$ cat config.mk
export PLATFORM = sky130hd
export DESIGN_NAME = md5_ram
export DESIGN_NICKNAME = d
export VERILOG_FILES = /design/src/sv/md5_message_digest_top_macros.svh /design/src/sv/md5_ram.sv
export SDC_FILE = /design/constraint.sdc
export NUM_CORES = 1
export LEC_CHECK = 0
export ABC_AREA = 1
export BUFFER_PORTS_ARGS = -buffer_cell sky130_fd_sc_hd__buf_2
export CELL_PAD_IN_SITES_DETAIL_PLACEMENT = 1
export CELL_PAD_IN_SITES_GLOBAL_PLACEMENT = 2
export CORE_AREA = 2 2 242 244
export DETAILED_ROUTE_END_ITERATION = 8
export DIE_AREA = 0 0 244 246
export PLACE_DENSITY_LB_ADDON = 0.1
export SKIP_LAST_GASP = 1
export SLEW_MARGIN = 25
export SYNTH_ARGS = -nofsm -noshare
export SYNTH_HDL_FRONTEND = slang
export SYNTH_SLANG_ARGS = --single-unit
$ cat constraint.sdc
create_clock -name clk -period 2.8 [get_ports clk]
set_input_delay 0.14 -clock clk [delete_from_list [all_inputs] [get_ports clk]]
set_output_delay 0.14 -clock clk [all_outputs]
set_load 0.02 [all_outputs]
$ cat src/sv/md5_message_digest_top_macros.svh
// Assertion macros for the MD5 digest block.
// Included by the top level; assertions drop out when NO_ASSERTIONS is defined.
`ifndef MD5_MESSAGE_DIGEST_TOP_MACROS_SVH
`define MD5_MESSAGE_DIGEST_TOP_MACROS_SVH
`ifndef NO_ASSERTIONS
`define MD5_ASSERT_IMPL(label, clk, rst, ante, cons, msg) \
  label: assert property (@(posedge clk) disable iff (rst) (ante) |-> (cons)) else $error(msg);
`define MD5_ASSERT_NEXT(label, clk, rst, ante, cons, msg) \
  label: assert property (@(posedge clk) disable iff (rst) (ante) |=> (cons)) else $error(msg);
`else
`define MD5_ASSERT_IMPL(label, clk, rst, ante, cons, msg)
`define MD5_ASSERT_NEXT(label, clk, rst, ante, cons, msg)
`endif
`endif

$ cat src/sv/md5_ram.sv
// Generic simple dual-port RAM (one write port, one read port) with registered read.
// No dependencies.
module md5_ram #(
  parameter int WIDTH = 32,
  parameter int DEPTH = 16
) (
  input  logic                     clk,
  input  logic                     we,
  input  logic [$clog2(DEPTH)-1:0] waddr,
  input  logic [WIDTH-1:0]         wdata,
  input  logic [$clog2(DEPTH)-1:0] raddr,
  output logic [WIDTH-1:0]         rdata
);
  logic [WIDTH-1:0] mem [DEPTH];

  always_ff @(posedge clk) begin
    if (we) mem[waddr] <= wdata;
    rdata <= mem[raddr];
  end
endmodule

# Word level (Yosys, flattened, before mapping)
# Memories as Yosys holds them, arrays and structs flattened. A register that Yosys moved wholly into a read port is not among the register bits.
# Cells that the tools add are included.
# Widths: inputs -> output; s select.
# word_totals
ff_bits,0
mem_bits_rw,512
input_bits,42
output_inout_bits,32
word_cells,3
memories,1
# op_classes
n_mux,2
# memory_table
name,words,word_bits,read_ports,rd_ports_with_merged_regs,write_ports,line_no,text
mem,16,32,1,1,1,md5_ram.sv:14,logic [WIDTH-1:0] mem [DEPTH];
# op_table
operator,count
$mux 1,2

# Depth between registers and ports, before layout
# logic_depth
depth_word,2
mapped_depth,10
depth_no_buf,7

# Worst setup path before layout
# No wires, ideal clock.
# synth_path
path_type,input-to-reg
from,input waddr[2]
to,"memory mem[10][0], enable pin"
arrival_ns,1.712
required_ns,2.379
path_slack_ns,0.667
path_stages,2
n_path_buf,0
cell_sequence,nand3b_1 > nor2_1
# synth_rtl
item,line_no,text
"start, declared",md5_ram.sv:9,"input logic [$clog2(DEPTH)-1:0] waddr,"
"end, declared",md5_ram.sv:14,
# Straight into the memory's write port.

# Worst setup path in the final report
# layout_path
from,input waddr[2]
to,"memory mem[11][28], enable pin"
# Straight into the memory's write port.

==> results.sh <==
export IMPL_grt_setup_unrepaired="no"
export IMPL_hold_viol=0
export IMPL_placement_setup_worst_slack_ns=0.669
export IMPL_fp_dieH_um=246
export IMPL_cts_resized=0
export IMPL_timing_slew_headroom_pct=40.6
export IMPL_worstReg2RegStart="mem[7][17]"
export IMPL_synth_seq_cells=544
export IMPL_worst_setup_path_end_kind="register"
export IMPL_first_iter_violations=840
export IMPL_die_width_um=244
export IMPL_drt_pre_antenna_iters=6
export IMPL_postSynthCellCount=2120
export IMPL_io_buffer_count=73
export IMPL_grt_pass1_vias=15905
export IMPL_nets=2267
export IMPL_tritoncts="done"
export IMPL_routed_wirelength_um=64200
export IMPL_synth_cell_area_mm2=0.0227
export IMPL_worstHoldPathCells=4
export IMPL_ys_warn_count=0
export IMPL_global_route_usage_met2_pct=38.1
export IMPL_die_area_mm2=0.0600
export IMPL_holdCritStartpoint="raddr[2]"
export IMPL_setup_slack_ns=1.34
export IMPL_fmax_mhz=687
export IMPL_cts_buffers=60
export IMPL_final_core_util_pct=45.9
export IMPL_worst_hold_path_type="primary input to register"
export IMPL_critPathSlowestCell="sky130_fd_sc_hd__buf_4"
export IMPL_clock_skew_final_ns=0.0214
export IMPL_r2r_setup_slack_ns=1.70
export IMPL_timing_worst_slew_pin_value_ns=0.891
export IMPL_ios=74
export IMPL_grt_antenna_before_repair=0
export IMPL_number_of_distinct_library_cells_after_synthesis=15
export IMPL_regArea_mm2=0.0160
export IMPL_reg2regPathDepth=6
export IMPL_synth_area_per_cell_um2=10.7
export IMPL_worst_path_max_fanout=24
export IMPL_via_per_inst=4.90
export IMPL_cts_reportedPaths_clkPinSlew_ns=0.05
export IMPL_detailed_place_area_mm2=0.0240
export IMPL_cell_by_cell_listing_of_the_critical_path="buf_2 > nand3b_1 > nor2_4 > buf_4"
export IMPL_period_share_pct=52.0
export IMPL_remaining_drc_errors=0
export IMPL_floorplan_rows=88
export IMPL_vias=14901
export IMPL_final_instance_area_mm2=0.0263
export IMPL_final_antenna_net_count=0
export IMPL_max_cap_violations=0
export IMPL_pwr_density_cell_mw_per_mm2=702
export IMPL_finalMaxSlewViolations=0
export IMPL_core_area_mm2=0.0574
export IMPL_postSynthNetCount=2162
export IMPL_rr_endpoint="rdata[17]"
export IMPL_place_hpwl_um=35400
export IMPL_avgRoutedWirePerCell_um=21.1
export IMPL_gr_usage_all_layers_pct=21.8
export IMPL_grt_overflow=0
export IMPL_multi_input_area_mm2=0.00467
export IMPL_global_route_usage_met1_pct=28.4
export IMPL_min_delay_worst_endpoint="rdata[30]"
export IMPL_longest_individual_stage_delay_on_the_worst_path_ns=0.53
export IMPL_timing_critical_path_buf_inv=2
export IMPL_largest_buffer_count_on_any_clock_path=3
export IMPL_critPathLaunchType="primary input"
export IMPL_globalRoute_busiestLayer="met2"
export IMPL_timing_critical_path_required_ns=3.05
export IMPL_wire_length_of_the_first_global_routing_pass_um=98100
export IMPL_initial_core_util_pct=39.6
export IMPL_share_of_the_yosys_chip_area_belonging_to_registers_pct=70.5
export IMPL_gp_congestion=0.773
export IMPL_setup_violating_endpoint_count_in_the_final_report=0
export IMPL_cp_arrival_ns=1.71
export IMPL_num_fill_cells=6231
export IMPL_clock_latency_ns=0.63
export IMPL_run_status="completed"
export IMPL_clk_root_buffer_cell="sky130_fd_sc_hd__clkbuf_16"
export IMPL_timing_setup_critical_path_class="primary input to register"
export IMPL_fin_crit_ns=1.46
export IMPL_crit_family="simple AND/OR/NAND/NOR gates"
export IMPL_cts_htree_levels=2
export IMPL_largest_net_degree_at_the_start_of_global_routing=134
export IMPL_clock_sinks=544
export IMPL_cellLeakagePower_uw=0.0112
export IMPL_fin_worst_hold_slack_ns=0.0898
export IMPL_n_antenna_cell=0
export IMPL_drive_gt1_share_pct=10.2
export IMPL_totalNegativeSetupSlack_ns=0
export IMPL_met3_usage_pct=3.10
export IMPL_irDropWorstVdd_uv=506
export IMPL_cts_repair_timing_setup_buffer_count=0
export IMPL_layout_area_overhead_vs_synth_pct=15.8
metrics by stage:
stage,instances,total power [uW]
CTS,3042,18700
finish,3042,18500
global placement,2896,10500
floorplan,2120,10000
global route,3042,19100
detailed placement,2896,10500
per-layer routing:
layer	share of wire, %	up-vias
li1	-	7061
met1	45	7521
met2	50	224
met3	3.4	95
met4	2.5	0
met5	0	-
what timing repair did:
action                                  CTS  global route
endpoints found under the setup margin    0             0
hold buffers                             32             0
endpoints found under the hold margin   512             0
power breakdown:
| group | switching, uW | total, uW | internal, uW |
|---|---|---|---|
| Clock | 3280 | 8120 | 4840 |
| Sequential | 63.4 | 9170 | 9100 |
| Combinational | 864 | 1200 | 334 |
| Total | 4200 | 18500 | 14300 |
synthesized netlist by cell type (all sizes together):
library cell,number,share of area [%]
edfxtp,512,68
buf,91,2.9
dfxtp,32,2.8
inv,390,6.5
nand3b,2,0.066
nand3,385,8.5
nor2,17,0.28
nand2,677,11
clkbuf,14,0.23
cell families (layout without fill, tap and decap cells):
kind of cell	count (synthesis)	after routing	share of synthesized area, %
flops	544	544	70.5
simple gates	1081	1081	20.0
buf+inv	495	652	9.54
tightest hold or removal path: cells and delay by family:
| kind | cells | cell delay, ns |
|---|---|---|
| simple gates | 3 | 0.28 |
| buf+inv | 1 | 0.25 |
layout by cell type, fill, tap and decap left out, drive strengths merged, types with 5 or more instances in the layout:
cell type	synthesis	layout
buf	91	115
edfxtp	512	512
inv	390	392
bufinv	0	5
nor2	17	17
nand3	385	385
nand2	677	677
clkinv	0	18
clkbuf	14	89
dlygate4sd3	0	32
dfxtp	32	32
area by class of cell:
cell class | instances | share of cell area, %
clock buffers | 88 | 6.75
clock inverters | 26 | 0.998
inverters | 390 | 5.60
multi-input cells | 1081 | 17.7
flip-flops and latches | 544 | 60.8
well taps | 765 | 3.64
repair buffers | 148 | 4.45
flip-flops by register name, summed over array words and instances, names as in the netlist:
| register | cells |
|---|---|
| rdata | 32 |
| mem | 512 |
how the worst max path moves through the flow:
stage                        start           to  slack (ns)  cells past startpoint
after floorplan           waddr[2]   mem[10][0]        0.67                      2
after global placement    waddr[2]  mem[11][25]        0.68                      4
after detailed placement  waddr[2]  mem[11][25]        0.67                      4
after CTS                 waddr[2]  mem[11][28]        1.34                      4
after global routing      waddr[2]  mem[11][28]        1.29                      4
final                     waddr[2]  mem[11][28]        1.34                      4
No activity file was read; power rests on OpenSTA's default activity.
