**config.mk**
```make
export PLATFORM = sky130hd
export DESIGN_NAME = md5_core
export DESIGN_NICKNAME = d
export VERILOG_FILES = /design/src/sv/md5_message_digest_top_macros.svh /design/src/sv/md5_pkg.sv /design/src/sv/md5_core.sv
export SDC_FILE = /design/constraint.sdc
export NUM_CORES = 1
export LEC_CHECK = 0
export BUFFER_PORTS_ARGS = -buffer_cell sky130_fd_sc_hd__buf_2
export CAP_MARGIN = 20
export CORE_ASPECT_RATIO = 1.75
export CORE_UTILIZATION = 35
export CTS_CLUSTER_SIZE = 12
export DETAILED_ROUTE_END_ITERATION = 12
export PLACE_DENSITY_LB_ADDON = 0.08
export SLEW_MARGIN = 5
export SYNTH_ARGS = -nofsm -noshare
export SYNTH_HDL_FRONTEND = slang
export SYNTH_SLANG_ARGS = --single-unit
```
**constraint.sdc**
```tcl
create_clock -name clk -period 20.5 [get_ports clk]
set_clock_uncertainty 0.15 [all_clocks]
set_input_delay 6.15 -clock clk [delete_from_list [all_inputs] [get_ports clk]]
set_output_delay 6.15 -clock clk [all_outputs]
set_load 0.005 [all_outputs]
```
**src/sv/md5_message_digest_top_macros.svh**
```systemverilog
// Assertion macros for the MD5 digest block.
// Included by the top level; assertions drop out when NO_ASSERTIONS is defined.
`ifndef MD5_MESSAGE_DIGEST_TOP_MACROS_SVH
`define MD5_MESSAGE_DIGEST_TOP_MACROS_SVH
`ifndef NO_ASSERTIONS
`define MD5_ASSERT_IMPL(label, clk, rst, ante, cons, msg) \
  label: assert property (@(posedge clk) disable iff (rst) (ante) |-> (cons)) else $error(msg);
`define MD5_ASSERT_NEXT(label, clk, rst, ante, cons, msg) \
  label: assert property (@(posedge clk) disable iff (rst) (ante) |=> (cons)) else $error(msg);
`else
`define MD5_ASSERT_IMPL(label, clk, rst, ante, cons, msg)
`define MD5_ASSERT_NEXT(label, clk, rst, ante, cons, msg)
`endif
`endif

```
**src/sv/md5_pkg.sv**
```systemverilog
// Shared constants, types and helper functions for the MD5 digest block.
// No dependencies.
package md5_pkg;

  localparam logic [31:0] IV [4] = '{32'h67452301, 32'hefcdab89, 32'h98badcfe, 32'h10325476};

  localparam logic [31:0] K_TABLE [64] = '{
    32'hd76aa478, 32'he8c7b756, 32'h242070db, 32'hc1bdceee, 32'hf57c0faf, 32'h4787c62a,
    32'ha8304613, 32'hfd469501, 32'h698098d8, 32'h8b44f7af, 32'hffff5bb1, 32'h895cd7be,
    32'h6b901122, 32'hfd987193, 32'ha679438e, 32'h49b40821, 32'hf61e2562, 32'hc040b340,
    32'h265e5a51, 32'he9b6c7aa, 32'hd62f105d, 32'h02441453, 32'hd8a1e681, 32'he7d3fbc8,
    32'h21e1cde6, 32'hc33707d6, 32'hf4d50d87, 32'h455a14ed, 32'ha9e3e905, 32'hfcefa3f8,
    32'h676f02d9, 32'h8d2a4c8a, 32'hfffa3942, 32'h8771f681, 32'h6d9d6122, 32'hfde5380c,
    32'ha4beea44, 32'h4bdecfa9, 32'hf6bb4b60, 32'hbebfbc70, 32'h289b7ec6, 32'heaa127fa,
    32'hd4ef3085, 32'h04881d05, 32'hd9d4d039, 32'he6db99e5, 32'h1fa27cf8, 32'hc4ac5665,
    32'hf4292244, 32'h432aff97, 32'hab9423a7, 32'hfc93a039, 32'h655b59c3, 32'h8f0ccc92,
    32'hffeff47d, 32'h85845dd1, 32'h6fa87e4f, 32'hfe2ce6e0, 32'ha3014314, 32'h4e0811a1,
    32'hf7537e82, 32'hbd3af235, 32'h2ad7d2bb, 32'heb86d391};

  localparam logic [4:0] ROT_TABLE [16] = '{5'd7, 5'd12, 5'd17, 5'd22, 5'd5, 5'd9, 5'd14,
    5'd20, 5'd4, 5'd11, 5'd16, 5'd23, 5'd6, 5'd10, 5'd15, 5'd21};

  localparam logic [7:0] PAD_BYTE = 8'h80;

  // Round core controls passed from the sequencer.
  typedef struct packed {
    logic       load;   // copy chaining value into a..d
    logic       step;   // run one round
    logic       fold;   // add a..d into chaining value
    logic       init;   // restore the initial vector
    logic [5:0] round;
  } core_ctl_t;

  // Message schedule index for a round.
  function automatic logic [3:0] msg_index(input logic [5:0] r);
    logic [3:0] i;
    i = r[3:0];
    unique case (r[5:4])
      2'd0: msg_index = i;
      2'd1: msg_index = 4'((i << 2) + i + 4'd1);
      2'd2: msg_index = 4'((i << 1) + i + 4'd5);
      default: msg_index = 4'((i << 3) - i);
    endcase
  endfunction

  function automatic logic [31:0] swap32(input logic [31:0] v);
    swap32 = {v[7:0], v[15:8], v[23:16], v[31:24]};
  endfunction

endpackage

```
**src/sv/md5_core.sv**
```systemverilog
// MD5 round unit: working registers, one round per cycle, chaining value.
// Depends on md5_pkg.
module md5_core (
  input  logic              clk,
  input  logic              rst,
  input  md5_pkg::core_ctl_t ctl,
  input  logic [31:0]       m_word,
  input  logic [1:0]        cv_sel,
  output logic [31:0]       cv_word
);
  logic [31:0] a, b, c, d;
  logic [31:0] cv [4];
  logic [31:0] f, sum, rot;
  logic [4:0]  s;

  // Round function and rotate.
  always_comb begin
    unique case (ctl.round[5:4])
      2'd0: f = (b & c) | (~b & d);
      2'd1: f = (b & d) | (c & ~d);
      2'd2: f = b ^ c ^ d;
      default: f = c ^ (b | ~d);
    endcase
    sum = a + f + md5_pkg::K_TABLE[ctl.round] + m_word;
    s = md5_pkg::ROT_TABLE[{ctl.round[5:4], ctl.round[1:0]}];
    rot = (sum << s) | (sum >> (6'd32 - {1'b0, s}));
  end

  // Working registers.
  always_ff @(posedge clk) begin
    if (rst) begin
      a <= '0; b <= '0; c <= '0; d <= '0;
    end else if (ctl.load) begin
      a <= cv[0]; b <= cv[1]; c <= cv[2]; d <= cv[3];
    end else if (ctl.step) begin
      a <= d; d <= c; c <= b; b <= b + rot;
    end
  end

  // Chaining value.
  always_ff @(posedge clk) begin
    if (rst || ctl.init) begin
      for (int i = 0; i < 4; i++) cv[i] <= md5_pkg::IV[i];
    end else if (ctl.fold) begin
      cv[0] <= cv[0] + a; cv[1] <= cv[1] + b;
      cv[2] <= cv[2] + c; cv[3] <= cv[3] + d;
    end
  end

  assign cv_word = md5_pkg::swap32(cv[cv_sel]);
endmodule

```
### Yosys cells after proc, flatten, opt, wreduce, memory -nomap -nowiden

Memory sizes are Yosys's and may differ from the RTL's.
Cells that the tools add are included.

* $add $sub $neg: 9
* $mul: 0
* divide/modulo/power cells: 0
* magnitude comparators: 2
* equal/unequal tests: 2
* shift-type cells: 2
* mux-type cells: 22
* bitwise operators: 19
* reduce and logical (&&, ||, !) cells: 3

Operators by type and width (count)
* 32-bit two-way mux: 14
* 32-bit adder: 8
* 32-bit AND: 4
* 32-bit OR: 4
* 32-bit case mux with 3 select lines: 1
* 32-bit XOR: 3
* 32-bit NOT: 2
* 32-bit by 5-bit << shifter with 32-bit output: 1
* 32-bit by 6-bit >> shifter with 32-bit output: 1
* 5-bit two-way mux: 2
* 7-bit greater-or-equal comparator, second input constant: 1
* 6-bit NOT with 7-bit output: 1
* 6-bit by 5-bit subtractor with 6-bit output, first input constant: 1
* 5-bit greater-or-equal comparator, second input constant: 1
* 1-bit two-way mux: 5
* 4-bit NOT with 5-bit output: 1
* 1-bit OR: 4
* 2-bit by 1-bit equality test with 1-bit output, second input constant: 1
* 2-bit equality test, second input constant: 1
* 2-bit zero test: 1
* 2-bit nonzero test: 1
* 1-bit logical OR: 1

* register bits after elaboration: 128
* bits in latches: 0
* RAM bits: 128
* memory bits (read-only): 2128
* bits of input ports: 46
* output and inout bits: 32
* memories kept: 3

Memory list
* (no name shown): words 64, width 32, rd ports 1, clocked after memory_dff 0, wr ports 0, line md5_core.sv:24 `sum = a + f + md5_pkg::K_TABLE[ctl.round] + m_word;`
* cv: words 4, width 32, rd ports 5, clocked after memory_dff 0, wr ports 4, line md5_core.sv:12 `logic [31:0] cv [4];`
* (no name shown): words 16, width 5, rd ports 1, clocked after memory_dff 0, wr ports 0, line md5_core.sv:25 `s = md5_pkg::ROT_TABLE[{ctl.round[5:4], ctl.round[1:0]}];`

### Logic depth before layout (Yosys ltp)

* depth after elaboration: 12
* depth in mapped cells: 40
* depth with buffers taken out: 36

### Least setup slack after synthesis

No wires, ideal clock.

* path type: input-to-reg
* start point: in ctl[4] (netlist bit)
* end point: reg b[30]
* arrival: 14.208 ns
* required time: 20.219 ns
* setup slack: 6.011 ns
* stages on the path: 37
* path through: buf_2 clkbuf_1 clkbuf_1 clkbuf_1 clkbuf_1 xnor2_1 nand3b_1 o221ai_1 fa_1 fa_1 inv_1 ha_1 buf_6 a21o_1 a211oi_1 a21o_1 nor3_1 or3_4 and2_1 mux4_2 mux2i_1 a21oi_1 a32oi_1 o211ai_1 ha_1 fa_1 a211oi_1 o211ai_1 a221o_1 a32oi_1 a21oi_1 a21oi_1 o31ai_1 o41ai_1 xnor2_1 mux2i_1 o22ai_1

* word-level cells in the longest chain between the ends: 11
* elaborated cells between the ends (all ways): 22
* classes of those cells: add/sub (5); eq/ne (2); shift (2); mux (7); bitwise (3); reduce/logical (1); memory (2)

Ends and longest elaborated chain
* from (decl): line md5_core.sv:6 `input md5_pkg::core_ctl_t ctl,`
* parallel branches: the longest is 7 deep, another holds 32-bit adder
* 32-bit OR *: line md5_core.sv:26 `rot = (sum << s) | (sum >> (6'd32 - {1'b0, s}));`
* 32-bit adder *: line md5_core.sv:36 `a <= d; d <= c; c <= b; b <= b + rot;`
* 32-bit two-way mux *: line md5_core.sv:35 `end else if (ctl.step) begin`
* 32-bit two-way mux *: line md5_core.sv:33 `end else if (ctl.load) begin`
* to (signal assigned): line md5_core.sv:34 `a <= cv[0]; b <= cv[1]; c <= cv[2]; d <= cv[3];`
* to (decl): line md5_core.sv:11 `logic [31:0] a, b, c, d;`

Every way passes the cells marked *. The select of a mux whose other input is x is not followed.
A chain may end at the register's enable or synchronous reset.

### Worst setup path in the final report

* start point: in ctl[0] (netlist bit)
* end point: reg b[30]

* word-level cells in the longest chain between the ends: 11
* elaborated cells between the ends (all ways): 17
* classes of those cells: add/sub (4); shift (2); mux (6); bitwise (3); memory (2)

Ends and longest elaborated chain (line)
* 6-bit NOT with 7-bit output (implied by the code): md5_core.sv:24
* memory 64 x 32 bit
* 32-bit two-way mux (implied by the code) (2 in a row): md5_core.sv:24
* 32-bit adder (2 in a row): md5_core.sv:24
* 32-bit by 6-bit >> shifter with 32-bit output / 32-bit by 5-bit << shifter with 32-bit output (equally long branches): md5_core.sv:26
* 32-bit OR *: md5_core.sv:26
* 32-bit adder *: md5_core.sv:36
* 32-bit two-way mux *: md5_core.sv:35
* 32-bit two-way mux *: md5_core.sv:33

Every way passes the cells marked *; elsewhere a longest branch is shown, timed or not. The select of a mux whose other input is x is not followed.

==> insert_results.sql <==
INSERT INTO impl_metrics (metric_group, metric, value, unit) VALUES
('status', 'status', 'completed', ''),
('clock_network', 'cts_num_sinks', '256', ''),
('worst_setup_path', 'crit_path_end_kind', 'flip-flop', ''),
('worst_setup_path', 'startpoint_type', 'primary input', ''),
('worst_setup_path', 'critical_path.max_stage_delay', '740', 'ps'),
('sta', 'finalMaxSlewViolations', '0', ''),
('hold_path', 'hold_path.class', 'flip-flop to flip-flop', ''),
('sta', 'grt_setup_unrepaired', 'false', ''),
('synth', 'synth-seq-area-share', '0.210', ''),
('power_and_ir_drop', 'power-per-cell-area', '133', 'nW/um^2'),
('floorplanning', 'fp.dieW', '225', 'um'),
('synth', 'syn_area', '30500', 'um^2'),
('worst_setup_path', 'worstPathArrival', '16910', 'ps'),
('synth', 'ys.warnings.count', '0', ''),
('sta', 'worstMarginPinSlew', '1320', 'ps'),
('synth', 'synth_cells', '3891', ''),
('sta', 'max_frequency', '60.1', 'MHz'),
('floorplanning', 'placeable_core_region', '85800', 'um^2'),
('final_layout', 'drive_above_1_share', '0.0776', ''),
('final_layout', 'most_frequent_standard_cell_in_the_layout_excluding_fill_and_tap_cells', 'sky130_fd_sc_hd__nor2_1', ''),
('synth', 'synth.net_count', '4212', ''),
('power_and_ir_drop', 'vdd.ir_drop.worst', '62.8', 'uV'),
('sta', 'finalHoldViolations', '0', ''),
('final_layout', 'final_cell_mix', '512 x sky130_fd_sc_hd__nor2_1, 396 x sky130_fd_sc_hd__a21oi_1, 363 x sky130_fd_sc_hd__nand2_1, 208 x sky130_fd_sc_hd__ha_1, 193 x sky130_fd_sc_hd__inv_1', ''),
('worst_setup_path', 'cp_slowest_cell', 'sky130_fd_sc_hd__a21oi_1', ''),
('detailed_routing', 'ant_nets', '0', ''),
('worst_setup_path', 'worstSetupPathType', 'primary input to flip-flop', ''),
('clock_network', 'clock_tree.htree_level_count', '1', ''),
('floorplanning', 'floorplan.die_area', '88200', 'um^2'),
('sta', 'setup_violations', '0', ''),
('final_layout', 'finish.instance_area', '32600', 'um^2'),
('detailed_routing', 'dr.pass1.iters', '7', ''),
('placement', 'portBuffers', '77', ''),
('floorplanning', 'io-pin-count', '78', ''),
('clock_network', 'cts_max_path_buffers', '3', ''),
('final_layout', 'final_net_count', '4117', ''),
('sta', 'totalNegativeSetupSlack', '0', 'ps'),
('detailed_routing', 'wl_per_cell', '26.1', 'um'),
('placement', 'place.detailed.hpwl', '100000', 'um'),
('clock_network', 'cts_setup_buffers', '0', ''),
('global_routing', 'pin_count_of_the_biggest_net_entering_global_routing', '85', ''),
('synth', 'synth.lib_cells_used.distinct', '102', ''),
('detailed_routing', 'dr.first_iter.drc_count', '2408', ''),
('placement', 'placedInstanceArea', '31700', 'um^2'),
('clock_network', 'clock_insertion_delay_at_the_later_pin_of_the_skew_report', '570', 'ps'),
('global_routing', 'grt_antenna_before_repair', '2', ''),
('sta', 'min_period_over_period', '0.811', ''),
('clock_network', 'hold_buffers', '0', ''),
('power_and_ir_drop', 'finalPower', '4.33', 'mW'),
('floorplanning', 'die_h', '392', 'um'),
('final_layout', 'syn_to_final_growth', '6.98', '%'),
('run', 'drv.max_cap_violation_count', '0', ''),
('sta', 'slew-limit-headroom', '0.118', ''),
('synth', 'synthesis.area_per_instance', '7.83', 'um^2'),
('clock_network', 'clkTransAtPathRegs', '70', 'ps'),
('global_routing', 'grt_overflow', '0', ''),
('global_routing', 'number_of_global_route_vias_before_repair', '29500', ''),
('clock_network', 'cts-buffers-inserted', '27', ''),
('synth', 'synth_enable_flop_cells', '128', ''),
('worst_setup_path', 'worst-endpoint-required', '20790', 'ps'),
('power_and_ir_drop', 'p_leak', '13.3', 'nW'),
('clock_network', 'cts_root_buf', 'sky130_fd_sc_hd__clkbuf_16', ''),
('detailed_routing', 'drc_errors', '0', ''),
('synth', 'async_flop_share', '0', ''),
('sta', 'min_period', '16630', 'ps'),
('detailed_routing', 'drt_wl_total', '130000', 'um'),
('floorplanning', 'row_count', '142', ''),
('synth', 'synth_ff_type', 'sky130_fd_sc_hd__edfxtp_1', ''),
('worst_setup_path', 'cell_mode_on_critical_path', 'sky130_fd_sc_hd__a21oi_1', ''),
('clock_network', 'tritoncts_clock_tree', 'yes', ''),
('detailed_routing', 'via_per_inst', '5.98', ''),
('placement', 'place.gp.congestion', '1.02', ''),
('clock_network', 'cts_resized', '0', ''),
('global_routing', 'grt_pass1_wl', '193000', 'um'),
('floorplanning', 'initial_utilization', '0.355', ''),
('worst_setup_path', 'cp_max_fo', '19', ''),
('synth', 'ys_seq_elements', '256', ''),
('global_routing', 'grtUsageTotal', '0.293', ''),
('detailed_routing', 'dr_total_vias', '29700', '');
==> kinds of logic (layout without fill, tap and decap cells) <==
family          count (synthesis)  after routing  synth area share
simple gates                 1301           1301             0.194
other cells                     0              1                 0
flops                         256            256             0.210
xor+xnor                      202            202            0.0583
fa+ha+maj                     275            275             0.130
compound gates               1193           1193             0.256
buf+inv                       450            374            0.0575
mux                           214            214            0.0943
==> flip-flops by register name (all words and copies together), names as in the netlist <==
| register | cells |
|---|---|
| d | 32 |
| c | 32 |
| cv | 128 |
| b | 32 |
| a | 32 |
==> critical path: cells and delay by family <==
kind            cells  cell delay (ps)
mux                 2              320
buf+inv             5             1300
xor+xnor            1              110
fa+ha+maj           6             2580
compound gates     15             4370
simple gates        7             2030
==> area by class of cell <==
class | count | area, um^2
Fill cell | 9027 | 53200
Timing Repair Buffer | 129 | 805
Sequential cell | 256 | 6410
Clock buffer | 45 | 803
Inverter | 197 | 739
Tap cell | 1152 | 1440
Multi-Input combinational cell | 3185 | 22300
Clock inverter | 3 | 37.5
Antenna cell | 1 | 2.50
==> through the flow <==
| step | worst slack (ps) | utilization | cells | hold WS (ps) |
|---|---|---|---|---|
| 2_1_floorplan | 6010 | - | 3891 | 345 |
| 3_3_place_gp | 3780 | 0.370 | 4917 | 375 |
| 3_5_place_dp | 3750 | 0.370 | 4917 | 374 |
| 4_1_cts | 4290 | 0.379 | 4965 | 391 |
| 5_1_grt | 3160 | 0.380 | 4967 | 418 |
| 6_report | 3870 | 0.380 | 4968 | 387 |
==> path summary, 6_finish.rpt <==
| check | depth (start not counted) | startpoint | to | slack, ps |
|---|---|---|---|---|
| setup reg to reg | 31 | b[11] | b[30] | 10540 |
| hold / removal | 2 | cv[3][6] | d[6] | 390 |
| hold reg to reg | 2 | cv[3][6] | d[6] | 390 |
| setup / recovery | 36 | ctl[0] | b[30] | 3870 |
==> cells in the mapped netlist (26+ instances only) <==
master | n | area [um^2]
sky130_fd_sc_hd__dfxtp_1 | 128 | 2560
sky130_fd_sc_hd__o211ai_1 | 26 | 195
sky130_fd_sc_hd__a31oi_1 | 47 | 294
sky130_fd_sc_hd__nand2b_1 | 41 | 257
sky130_fd_sc_hd__ha_1 | 208 | 2600
sky130_fd_sc_hd__o31ai_1 | 28 | 210
sky130_fd_sc_hd__nor3_1 | 85 | 425
sky130_fd_sc_hd__and3_1 | 41 | 257
sky130_fd_sc_hd__xor2_1 | 60 | 526
sky130_fd_sc_hd__xnor2_1 | 141 | 1230
sky130_fd_sc_hd__a21oi_1 | 396 | 1980
sky130_fd_sc_hd__nor2_1 | 512 | 1920
sky130_fd_sc_hd__a21o_1 | 86 | 646
sky130_fd_sc_hd__o221ai_1 | 40 | 350
sky130_fd_sc_hd__a211oi_1 | 74 | 556
sky130_fd_sc_hd__mux2i_1 | 143 | 1430
sky130_fd_sc_hd__clkbuf_1 | 179 | 672
sky130_fd_sc_hd__fa_1 | 67 | 1340
sky130_fd_sc_hd__buf_2 | 28 | 140
sky130_fd_sc_hd__o21ai_0 | 190 | 951
sky130_fd_sc_hd__nand3_1 | 72 | 360
sky130_fd_sc_hd__inv_1 | 193 | 724
sky130_fd_sc_hd__mux4_2 | 57 | 1280
sky130_fd_sc_hd__buf_1 | 42 | 158
sky130_fd_sc_hd__o21a_1 | 31 | 233
sky130_fd_sc_hd__edfxtp_1 | 128 | 3840
sky130_fd_sc_hd__nand2_1 | 364 | 1370
sky130_fd_sc_hd__o22a_1 | 31 | 272
sky130_fd_sc_hd__nand3b_1 | 32 | 240
==> routing by layer <==
metal,share of wire,up-vias,global-route usage
met5,0.00012,-,0
met4,0.070,2,0.181
met3,0.041,302,0.0299
met2,0.51,956,0.535
met1,0.38,14400,0.322
li1,-,14000,-
==> power breakdown <==
| group | switching (mW) | internal [mW] | leakage [nW] |
|---|---|---|---|
| sequential | 0.102 | 0.590 | 2.31 |
| combinational | 1.95 | 1.18 | 10.6 |
| clock | 0.228 | 0.277 | 0.407 |
Note: power is estimated with default switching activity, not from simulation.
